--- config.mk ---
export PLATFORM = sky130hd
export DESIGN_NAME = limit_order_book_matcher_top
export DESIGN_NICKNAME = d
export VERILOG_FILES = /design/src/hw/rtl/lobm_pkg.sv /design/src/hw/rtl/limit_order_book_matcher_top.sv /design/src/hw/rtl/lobm_datapath.sv /design/src/hw/rtl/lobm_ctrl.sv
export SDC_FILE = /design/constraint.sdc
export NUM_CORES = 2
export LEC_CHECK = 0
export BUFFER_PORTS_ARGS = -buffer_cell sky130_fd_sc_hd__buf_4
export CELL_PAD_IN_SITES_DETAIL_PLACEMENT = 0
export CELL_PAD_IN_SITES_GLOBAL_PLACEMENT = 1
export CORE_UTILIZATION = 55
export DETAILED_ROUTE_END_ITERATION = 16
export GPL_TIMING_DRIVEN = 0
export HOLD_SLACK_MARGIN = 0.05
export PLACE_DENSITY = 0.86
export SLEW_MARGIN = 20
export SYNTH_ARGS = -nofsm -noshare
export SYNTH_HDL_FRONTEND = slang
export SYNTH_SLANG_ARGS = --single-unit
--- constraint.sdc ---
create_clock -name clk -period 21.4 [get_ports clk]
set_input_delay 3.21 -clock clk [delete_from_list [all_inputs] [get_ports clk]]
set_output_delay 3.21 -clock clk [all_outputs]
set_load 0.01 [all_outputs]
--- src/hw/rtl/lobm_pkg.sv ---
// shared types and constants for the limit order book matcher
// no dependencies
`default_nettype none
package lobm_pkg;
    localparam int BOOK_SLOTS = 32;
    localparam int SLOT_W = $clog2(BOOK_SLOTS);

    localparam logic [2:0] EV_FILL     = 3'd0;
    localparam logic [2:0] EV_RESTED   = 3'd1;
    localparam logic [2:0] EV_DONE     = 3'd2;
    localparam logic [2:0] EV_FULL     = 3'd3;
    localparam logic [2:0] EV_CANCELED = 3'd4;
    localparam logic [2:0] EV_NOTFOUND = 3'd5;

    // controller to datapath
    typedef struct packed {
        logic load;       // capture input beat
        logic scan_clr;   // start a scan
        logic scan_step;  // examine slot at scan index
        logic do_fill;    // apply fill against best slot
        logic do_rest;    // write remainder into free slot
        logic do_cancel;  // free the matched slot
        logic emit;       // load output register
        logic [2:0] ev;
        logic ev_last;
    } lobm_cmd_t;

    // datapath to controller
    typedef struct packed {
        logic kind;
        logic qty_zero;
        logic scan_done;
        logic best_found;
        logic crosses;
        logic free_found;
        logic id_found;
    } lobm_sts_t;
endpackage
`default_nettype wire

--- src/hw/rtl/limit_order_book_matcher_top.sv ---
// limit order book matcher: controller plus book datapath
// the book is scanned serially, one slot per cycle, then a decide state picks the
// result; each fill starts a new scan, and a stalled output holds the decide state;
// a new order is accepted only once the last result beat of the previous one is loaded
// rst_n asynchronous active low: clears slot valid bits, arrival count, control
`default_nettype none
module limit_order_book_matcher_top
    import lobm_pkg::*;
(
    input  wire logic        clk,
    input  wire logic        rst_n,
    input  wire logic        in_valid,
    output logic             in_ready,
    input  wire logic        kind,
    input  wire logic [30:0] order_id,
    input  wire logic        side,
    input  wire logic [19:0] limit_price,
    input  wire logic [15:0] amount,
    output logic             out_valid,
    input  wire logic        out_ready,
    output logic [2:0]       event_res,
    output logic [15:0]      fill_amount,
    output logic [19:0]      fill_price,
    output logic [30:0]      counter_id,
    output logic             last
);
    lobm_cmd_t cmd;
    lobm_sts_t sts;

    lobm_ctrl u_ctrl (
        .clk(clk), .rst_n(rst_n), .in_valid(in_valid), .in_ready(in_ready),
        .out_valid(out_valid), .out_ready(out_ready), .sts(sts), .cmd(cmd)
    );

    lobm_datapath u_dp (
        .clk(clk), .rst_n(rst_n), .cmd(cmd), .sts(sts),
        .in_kind(kind), .in_id(order_id), .in_side(side),
        .in_price(limit_price), .in_amount(amount),
        .o_ev(event_res), .o_amt(fill_amount), .o_price(fill_price),
        .o_id(counter_id), .o_last(last)
    );

`ifndef SYNTHESIS
    a_out_hold: assert property (@(posedge clk) disable iff (!rst_n)
        (out_valid && !out_ready) |=> (out_valid && $stable(event_res)
            && $stable(fill_amount) && $stable(fill_price)
            && $stable(counter_id) && $stable(last)))
        else $error("result beat changed while waiting");
    a_last_not_fill: assert property (@(posedge clk) disable iff (!rst_n)
        (out_valid && last) |-> (event_res != EV_FILL))
        else $error("fill marked as last beat");
    a_fill_nonzero: assert property (@(posedge clk) disable iff (!rst_n)
        (out_valid && event_res == EV_FILL) |-> (fill_amount != 16'd0))
        else $error("empty fill");
`endif
endmodule
`default_nettype wire

--- src/hw/rtl/lobm_datapath.sv ---
// book storage, serial best/free/id scan and output register
// depends on lobm_pkg
`default_nettype none
module lobm_datapath
    import lobm_pkg::*;
(
    input  wire logic        clk,
    input  wire logic        rst_n,
    input  wire lobm_cmd_t   cmd,
    output lobm_sts_t        sts,
    input  wire logic        in_kind,
    input  wire logic [30:0] in_id,
    input  wire logic        in_side,
    input  wire logic [19:0] in_price,
    input  wire logic [15:0] in_amount,
    output logic [2:0]       o_ev,
    output logic [15:0]      o_amt,
    output logic [19:0]      o_price,
    output logic [30:0]      o_id,
    output logic             o_last
);
    logic [BOOK_SLOTS-1:0] valid_reg;
    logic                  side_mem [BOOK_SLOTS];
    logic [19:0]           price_mem [BOOK_SLOTS];
    logic [15:0]           rem_mem [BOOK_SLOTS];
    logic [30:0]           owner_mem [BOOK_SLOTS];
    logic [31:0]           arr_mem [BOOK_SLOTS];
    logic [31:0]           arrival_reg;

    logic        kind_reg, side_reg;
    logic [30:0] id_reg;
    logic [19:0] price_reg;
    logic [15:0] qty_reg;

    logic [SLOT_W:0]   idx_reg;
    logic              best_ok_reg, free_ok_reg, id_ok_reg;
    logic [SLOT_W-1:0] best_reg, free_reg, hit_reg;
    logic [19:0]       bprice_reg;
    logic [31:0]       bage_reg;
    logic [15:0]       brem_reg;
    logic [30:0]       bowner_reg;

    logic [SLOT_W-1:0] ix;
    logic [31:0]       age;
    logic              cand, better;
    logic [15:0]       m;

    assign ix  = idx_reg[SLOT_W-1:0];
    assign age = arrival_reg - arr_mem[ix];
    assign cand = valid_reg[ix] && (side_mem[ix] != side_reg);

    always_comb
    begin
        priority if (price_mem[ix] == bprice_reg)
            better = age > bage_reg;
        else if (!side_reg)
            better = price_mem[ix] < bprice_reg;
        else
            better = price_mem[ix] > bprice_reg;
    end

    assign m = (qty_reg < brem_reg) ? qty_reg : brem_reg;

    assign sts.kind       = kind_reg;
    assign sts.qty_zero   = (qty_reg == 16'd0);
    assign sts.scan_done  = (idx_reg == (SLOT_W+1)'(BOOK_SLOTS));
    assign sts.best_found = best_ok_reg;
    assign sts.crosses    = side_reg ? (price_reg <= bprice_reg) : (price_reg >= bprice_reg);
    assign sts.free_found = free_ok_reg;
    assign sts.id_found   = id_ok_reg;

    always_ff @(posedge clk or negedge rst_n)
    begin
        if (!rst_n)
        begin
            valid_reg   <= '0;
            arrival_reg <= '0;
            idx_reg     <= '0;
            best_ok_reg <= 1'b0;
            free_ok_reg <= 1'b0;
            id_ok_reg   <= 1'b0;
        end
        else
        begin
            if (cmd.scan_clr)
            begin
                idx_reg     <= '0;
                best_ok_reg <= 1'b0;
                free_ok_reg <= 1'b0;
                id_ok_reg   <= 1'b0;
            end
            else if (cmd.scan_step)
            begin
                idx_reg <= idx_reg + 1'b1;
                if (cand && (!best_ok_reg || better))
                    best_ok_reg <= 1'b1;
                if (!valid_reg[ix] && !free_ok_reg)
                    free_ok_reg <= 1'b1;
                if (valid_reg[ix] && owner_mem[ix] == id_reg && !id_ok_reg)
                    id_ok_reg <= 1'b1;
            end
            if (cmd.do_fill && (brem_reg == m))
                valid_reg[best_reg] <= 1'b0;
            if (cmd.do_cancel)
                valid_reg[hit_reg] <= 1'b0;
            if (cmd.do_rest)
            begin
                valid_reg[free_reg] <= 1'b1;
                arrival_reg         <= arrival_reg + 32'd1;
            end
        end
    end

    always_ff @(posedge clk)
    begin
        if (cmd.load)
        begin
            kind_reg  <= in_kind;
            id_reg    <= in_id;
            side_reg  <= in_side;
            price_reg <= in_price;
            qty_reg   <= in_amount;
        end
        if (cmd.scan_step)
        begin
            if (cand && (!best_ok_reg || better))
            begin
                best_reg   <= ix;
                bprice_reg <= price_mem[ix];
                bage_reg   <= age;
                brem_reg   <= rem_mem[ix];
                bowner_reg <= owner_mem[ix];
            end
            if (!valid_reg[ix] && !free_ok_reg)
                free_reg <= ix;
            if (valid_reg[ix] && owner_mem[ix] == id_reg && !id_ok_reg)
                hit_reg <= ix;
        end
        if (cmd.do_fill)
        begin
            qty_reg           <= qty_reg - m;
            rem_mem[best_reg] <= brem_reg - m;
        end
        if (cmd.do_rest)
        begin
            side_mem[free_reg]  <= side_reg;
            price_mem[free_reg] <= price_reg;
            rem_mem[free_reg]   <= qty_reg;
            owner_mem[free_reg] <= id_reg;
            arr_mem[free_reg]   <= arrival_reg;
        end
        if (cmd.emit)
        begin
            o_ev   <= cmd.ev;
            o_last <= cmd.ev_last;
            if (cmd.ev == EV_FILL)
            begin
                o_amt   <= m;
                o_price <= bprice_reg;
                o_id    <= bowner_reg;
            end
            else
            begin
                o_amt   <= '0;
                o_price <= '0;
                o_id    <= id_reg;
            end
        end
    end
endmodule
`default_nettype wire

--- src/hw/rtl/lobm_ctrl.sv ---
// sequencing state machine for submit and cancel handling
// depends on lobm_pkg
`default_nettype none
module lobm_ctrl
    import lobm_pkg::*;
(
    input  wire logic clk,
    input  wire logic rst_n,
    input  wire logic in_valid,
    output logic      in_ready,
    output logic      out_valid,
    input  wire logic out_ready,
    input  wire lobm_sts_t sts,
    output lobm_cmd_t cmd
);
    localparam logic [2:0] S_IDLE = 3'd0;
    localparam logic [2:0] S_SCAN = 3'd1;
    localparam logic [2:0] S_DEC  = 3'd2;
    localparam logic [2:0] S_OUT  = 3'd3;

    logic [2:0] state_reg, state_next;
    logic       ov_reg, ov_next;
    logic       fin_reg, fin_next;  // last beat loaded, return to idle

    assign in_ready  = (state_reg == S_IDLE);
    assign out_valid = ov_reg;

    always_comb
    begin
        cmd        = '0;
        state_next = state_reg;
        ov_next    = ov_reg;
        fin_next   = fin_reg;
        unique case (state_reg)
            S_IDLE:
            begin
                if (in_valid)
                begin
                    cmd.load     = 1'b1;
                    cmd.scan_clr = 1'b1;
                    state_next   = S_SCAN;
                end
            end
            S_SCAN:
            begin
                if (sts.scan_done)
                    state_next = S_DEC;
                else
                    cmd.scan_step = 1'b1;
            end
            S_DEC:
            begin
                // output register must be free before the next beat
                if (!ov_reg || out_ready)
                begin
                    cmd.emit    = 1'b1;
                    ov_next     = 1'b1;
                    cmd.ev_last = 1'b1;
                    fin_next    = 1'b1;
                    state_next  = S_OUT;
                    if (sts.kind)
                    begin
                        cmd.ev        = sts.id_found ? EV_CANCELED : EV_NOTFOUND;
                        cmd.do_cancel = sts.id_found;
                    end
                    else if (sts.qty_zero)
                        cmd.ev = EV_DONE;
                    else if (sts.best_found && sts.crosses)
                    begin
                        cmd.ev       = EV_FILL;
                        cmd.ev_last  = 1'b0;
                        cmd.do_fill  = 1'b1;
                        cmd.scan_clr = 1'b1;
                        fin_next     = 1'b0;
                    end
                    else if (sts.free_found)
                    begin
                        cmd.ev      = EV_RESTED;
                        cmd.do_rest = 1'b1;
                    end
                    else
                        cmd.ev = EV_FULL;
                end
                else
                    ov_next = ov_reg;
            end
            S_OUT:
            begin
                // the beat waits in the output register while the next scan runs
                if (out_ready)
                    ov_next = 1'b0;
                state_next = fin_reg ? S_IDLE : S_SCAN;
            end
            default:
                state_next = S_IDLE;
        endcase
        if (state_reg != S_OUT && state_reg != S_DEC && ov_reg && out_ready)
            ov_next = 1'b0;
        if (state_reg == S_DEC && ov_reg && out_ready && !cmd.emit)
            ov_next = 1'b0;
    end

    always_ff @(posedge clk or negedge rst_n)
    begin
        if (!rst_n)
        begin
            state_reg <= S_IDLE;
            ov_reg    <= 1'b0;
            fin_reg   <= 1'b0;
        end
        else
        begin
            state_reg <= state_next;
            ov_reg    <= ov_next;
            fin_reg   <= fin_next;
        end
    end
endmodule
`default_nettype wire

**After elaboration in Yosys (flattened, before gate mapping)**

Memories as Yosys holds them, arrays and structs flattened. A register that Yosys moved wholly into a read port is not among the register bits.
Index checks and enable logic that the tools add are counted.

- Memories kept: 5
- Flip-flop bits (word level): 316
- Input port bits: 73
- Bits in writable memories: 3,200

Memories:

| name | words | bits a word | rd ports | clocked after Yosys merged registers in | write ports | RTL line | text |
|---|---|---|---|---|---|---|---|
| u_dp.arr_mem | 32 | 32 | 1 | 0 | 1 | lobm_datapath.sv:27 | `logic [31:0] arr_mem [BOOK_SLOTS];` |
| u_dp.owner_mem | 32 | 31 | 1 | 0 | 1 | lobm_datapath.sv:26 | `logic [30:0] owner_mem [BOOK_SLOTS];` |
| u_dp.price_mem | 32 | 20 | 1 | 0 | 1 | lobm_datapath.sv:24 | `logic [19:0] price_mem [BOOK_SLOTS];` |
| u_dp.rem_mem | 32 | 16 | 1 | 1 | 1 | lobm_datapath.sv:25 | `logic [15:0] rem_mem [BOOK_SLOTS];` |
| u_dp.side_mem | 32 | 1 | 1 | 0 | 1 | lobm_datapath.sv:23 | `logic side_mem [BOOK_SLOTS];` |

- Mux-type cells: 70
- Bitwise logic cells: 5
- Add/sub/neg operators: 5
- Reductions and logical operators: 43
- Equality and inequality tests: 15
- $lt $le $gt $ge: 13

Operators by type and width:

| kind | count |
|---|---|
| $mux W32 | 3 |
| $and A32 B32 Y32 | 2 |
| $mux W16 | 4 |
| $not A32 Y32 | 2 |
| $mux W1 | 40 |
| $add A32 B1 Y32 const B | 1 |
| $gt A32 B32 Y1 | 1 |
| $or A32 B32 Y32 | 1 |
| $sub A16 B16 Y16 | 2 |
| $sub A32 B32 Y32 | 1 |
| $eq A31 B31 Y1 | 1 |
| $mux W31 | 1 |
| $lt A5 B6 Y1 const B | 4 |
| $eq A20 B20 Y1 | 1 |
| $ge A20 B20 Y1 | 1 |
| $gt A20 B20 Y1 | 1 |
| $le A20 B20 Y1 | 1 |
| $lt A20 B20 Y1 | 1 |
| $eq A16 B16 Y1 | 1 |
| $logic_and A1 B1 Y1 | 16 |
| $logic_not A16 Y1 | 1 |
| $lt A16 B16 Y1 | 1 |
| $mux W8 | 2 |
| $reduce_or A16 Y1 | 1 |
| 25 further kinds | 61 |

**Logic depth before layout (Yosys ltp)**

- Word-level depth: 14
- Mapped depth: 32

**Cells and area by module**

A second synthesis with hierarchy kept.

- Cells, all modules: 7,632
- Area, all modules: 144,879.0 um^2

Modules (own cells, without submodules):

| module | cells each | seq. area each (um^2) | instances | area each (um^2) |
|---|---|---|---|---|
| lobm_datapath | 7,586 | 105,546.2 | 1 | 144,501.1 |
| lobm_ctrl | 46 | 100.1 | 1 | 377.9 |

**Worst setup path before layout**

OpenSTA, ideal clock, no wires.

- Path kind: reg2reg
- Start point: register u_dp.idx_reg[0]
- End point: register u_dp.bage_reg[0] (enable)
- Stages on the path, launching flop included: 32
- Setup slack: 6.430 ns
- Library setup time: 0.721 ns
- Arrival time: 14.249 ns
- Cell sequence: dfrtp_1 > buf_6 > buf_6 > buf_4 > buf_6 > buf_4 > buf_4 > buf_2 > buf_2 > buf_2 > mux4_2 > mux4_2 > nand2_1 > nand2_1 > ha_1 > fa_1 > nor2b_1 > o2111ai_1 > a31oi_1 > a41oi_1 > o311ai_0 > nand3_1 > a21oi_1 > or4_1 > nand3_1 > ha_1 > nand4_1 > nor2_1 > nand2_1 > nor2b_1 > a2111oi_0 > a211oi_1

- Word-level cells in the longest chain between the ends: 7

Ends and longest elaborated chain:

| item | RTL line | text |
|---|---|---|
| from (decl) | lobm_datapath.sv:35 | `logic [SLOT_W:0] idx_reg;` |
| from (signal assigned) | lobm_datapath.sv:94 | `idx_reg <= idx_reg + 1'b1;` |
| $mem_v2 Z32 W32 | n/a |  |
| $sub A32 B32 Y32 | lobm_datapath.sv:49 | `assign age = arrival_reg - arr_mem[ix];` |
| via u_dp.age[30] | lobm_datapath.sv:44 | `logic [31:0] age;` |
| $gt A32 B32 Y1 | lobm_datapath.sv:55 | `better = age > bage_reg;` |
| $mux W1 | lobm_datapath.sv:54 | `priority if (price_mem[ix] == bprice_reg)` |
| $logic_or A1 B1 Y1 | lobm_datapath.sv:126 | `if (cand && (!best_ok_reg \|\| better))` |
| $logic_and A1 B1 Y1 | lobm_datapath.sv:126 |  |
| $reduce_and A2 Y1 (no source line) | n/a |  |
| to (signal assigned) | lobm_datapath.sv:130 | `bage_reg <= age;` |
| to (decl) | lobm_datapath.sv:39 | `logic [31:0] bage_reg;` |

The timed path passes the listed nets, and every way through them passes these cells. The select of a mux whose other input is x is not followed.
A chain may end at the register's enable or synchronous reset.

**Worst setup path in the final report**

- Start point: register u_dp.idx_reg[1]
- End point: register u_dp.bowner_reg[21], read port of u_dp.owner_mem (enable)

- Word-level cells in the longest chain between the ends: 7

Ends and longest elaborated chain:

| item | RTL line | text |
|---|---|---|
| $mem_v2 Z32 W32 | n/a |  |
| $sub A32 B32 Y32 | lobm_datapath.sv:49 |  |
| via u_dp.age[30] | lobm_datapath.sv:44 |  |
| $gt A32 B32 Y1 | lobm_datapath.sv:55 |  |
| $mux W1 | lobm_datapath.sv:54 |  |
| $logic_or A1 B1 Y1 | lobm_datapath.sv:126 |  |
| $logic_and A1 B1 Y1 | lobm_datapath.sv:126 |  |
| $reduce_and A2 Y1 (no source line) | n/a |  |
| to (decl) | lobm_datapath.sv:41 | `logic [30:0] bowner_reg;` |

The timed path passes the listed nets, and every way through them passes these cells. The select of a mux whose other input is x is not followed.

==> results.json <==
{
  "synth-simple-area-share_pct": 2.46,
  "syn_area_per_cell_um2": 21.5,
  "synth-edff-count": 3454,
  "synth_compound_area_share_pct": 2.12,
  "cts.clk_slew.worst_paths_ns": 0.07,
  "cts_tree": "yes",
  "die_area_um2": 256000,
  "cts.repair.resized": 0,
  "pwr-share-seq_pct": 43.3,
  "crit_family": "buffers and inverters",
  "synth_mux_area_share_pct": 16.4,
  "yosys_warnings": 0,
  "top_register": "u_dp.arr_mem",
  "vdd_drop_max_uv": 91.1,
  "gr-total-overflow": 0,
  "maxCapViolCount": 1,
  "cpMostUsedCell": "buf_2",
  "place_inst": 10300,
  "fin_tns_setup_ns": 0,
  "antenna_found_initial": 20,
  "setup_viol": 0,
  "clockBufferDepth": 4,
  "netlist_area_um2": 140000,
  "outcome": "finished with violations",
  "r2r_cells": 34,
  "tightest_slew_ns": 1.55,
  "crit_fanout": 12,
  "netlist_top_cells_count": "3,454 x edfxtp_1, 935 x mux4_2, 248 x nand2_1",
  "die_w_um": 506,
  "cts_buffers": 348,
  "hold_viol_final": 0,
  "finalClockSkew_ns": 0.0635,
  "drt_iter0_drc": 14100,
  "path_class": "register to register",
  "fp.dieH_um": 506,
  "critPathBufInv": 12,
  "io_buffer_count": 145,
  "synth_flop_cell": "edfxtp_1",
  "antenna_left": 0,
  "h-tree-depth": 5,
  "synth-xor-area-share_pct": 0.677,
  "slowest_delay_ns": 0.98,
  "cts_hold_buf": 0,
  "synth_top_area_cell": "edfxtp_1",
  "fmax_mhz": 76.3,
  "async_flop_share_pct": 2.18,
  "drive_gt1_share_pct": 29.0,
  "largest_reg_flops": 1024,
  "clk_latency_ns": 1.00,
  "grt_pass1_wl_mm": 585,
  "arrival_ns": 13.79,
  "fin_nets": 7512,
  "hold_depth": 1,
  "synth_top_family_by_area": "multiplexers",
  "synth_top_area_share_pct": 74.2,
  "remaining_drc_errors": 0,
  "area.growth.synth_to_final_pct": 16.2,
  "vias_per_cell": 7.10,
  "path_depth": 34,
  "grt_max_degree": 78,
  "start_util_pct": 55.4,
  "cts_setup_buffers": 0,
  "net-switching-power_w": 0.00572,
  "swShare_pct": 29.9,
  "routabilityCongestion": 0.858,
  "critical-path-slowest-cell": "clkbuf_1",
  "slew_violations": 9,
  "fin_total_pwr_w": 0.0191,
  "route.final.wire_length_mm": 425,
  "p_int_w": 0.0134,
  "p_per_area_nw_per_um2": 118,
  "relSlewSlack_pct": -3.82,
  "synth_fp_nets": 6744,
  "yosys_register_bits": 3531,
  "wl_per_cell_um": 38.9,
  "critPathCaptureType": "register",
  "synth.most_common_cell": "edfxtp_1",
  "yosysSeqAreaShare_pct": 75.6,
  "p_leak_nw": 52.7,
  "drt-pass1-iter-count": 9,
  "track_usage_pct": 33.1,
  "cts-root-buf": "clkbuf_16",
  "yosysUniqueCellTypes": 72,
  "period_minus_slack_ns": 13.11,
  "io_pins": 146,
  "post-dp-hpwl_mm": 261,
  "top_regs": "u_dp.arr_mem x1024, u_dp.owner_mem x992, u_dp.price_mem x640",
  "core_area_um2": 252000,
  "routed-via-count": 77600,
  "finalCritPeriodShare_pct": 61.3,
  "row_count": 184,
  "ys_top_cells_by_area": "edfxtp_1 74%, mux4_2 15%, ha_1 1.4%",
  "pwr-share-comb_pct": 25.0,
  "p_clk_share_pct": 31.7,
  "violations": "max-capacitance violations, max-slew violations",
  "crit_required_ns": 22.08,
  "synthAdderAreaFrac_pct": 1.44,
  "grt_setup_unrepaired": "false",
  "synth_cells": 6512,
  "instances_no_fill": 10900,
  "cts.sinks": 3531,
  "grt_pass1_vias": 77500,
  "hold_class": "register to register",
  "start_kind": "register"
}
## power by group through the flow
| stage | logic [W] | clock network (W) | registers [W] |
|---|---|---|---|
| 6_report | 0.00478 | 0.00606 | 0.00828 |
| 5_1_grt | 0.00492 | 0.00628 | 0.00829 |
| 4_1_cts | 0.00464 | 0.00605 | 0.00830 |
| 3_5_place_dp | 0.00452 | 0 | 0.00844 |
| 3_3_place_gp | 0.00430 | 0 | 0.00846 |
| 2_1_floorplan | 0.00285 | 0 | 0.00836 |
## layout make-up
cell class	instances	area (um^2)
flip-flops and latches	3531	106000
inverters	112	425
multi-input cells	2573	32900
clock buffers	428	9310
fillers	15500	89700
clock inverters	181	1650
diodes	35	87.6
plain buffers	296	1420
repair buffers	418	6700
well taps	3348	4190
## metal layers
layer	vias to the layer above	part of all wire (%)	track usage, %
met1	39600	32	41.8
li1	28800	-	-
met5	-	0.013	0
met4	8	7.1	19.9
met3	1581	14	9.54
met2	7626	47	51.1
## final timing paths
kind                                                from                               end  slack, ns
max in group asynchronous                          rst_n  u_dp.arrival_reg[26]$_DFFE_PN0P_      18.15
setup / recovery             u_dp.idx_reg[1]$_DFFE_PN0P_     u_dp.bowner_reg[21]$_DFFE_PP_       8.29
hold reg to reg            u_dp.bowner_reg[20]$_DFFE_PP_           u_dp.o_id[20]$_DFFE_PP_       0.55
min in group asynchronous                          rst_n      u_dp.free_ok_reg$_DFFE_PN0P_       2.29
hold / removal             u_dp.bowner_reg[20]$_DFFE_PP_           u_dp.o_id[20]$_DFFE_PP_       0.55
setup reg to reg             u_dp.idx_reg[1]$_DFFE_PN0P_     u_dp.bowner_reg[21]$_DFFE_PP_       8.29
## placed cells by master, fill, tap and decap left out, types with 67 or more instances in the layout
master,n
buf_4,159
ha_1,156
nand2_1,248
mux4_2,935
a21oi_1,85
buf_12,126
edfxtp_1,3454
mux2i_1,114
clkbuf_1,180
clkinv_1,67
o21ai_0,89
buf_2,106
clkbuf_16,358
nor2_1,141
inv_1,109
buf_16,74
## stage by stage
stage | hold WS, ns | setup WS [ns] | util (%) | cell area, um^2
after global routing | 0.556 | 8.19 | 64.4 | 162000
final | 0.548 | 8.29 | 64.4 | 162000
after detailed placement | 0.534 | 8.54 | 59.9 | 151000
after floorplan | 0.457 | 6.43 | - | 140000
after CTS | 0.549 | 8.42 | 64.3 | 162000
after global placement | 0.526 | -7.33 | 57.5 | 145000
## cells by family (layout without fill, tap and decap cells)
kind of cell | after synthesis | in the layout
buf+inv | 408 | 1435
mux | 1116 | 1116
other cells | 0 | 35
flops | 3531 | 3531
fa+ha+maj | 159 | 159
simple gates | 745 | 745
xor+xnor | 108 | 108
compound gates | 445 | 445
No activity file was read; power rests on OpenSTA's default activity.
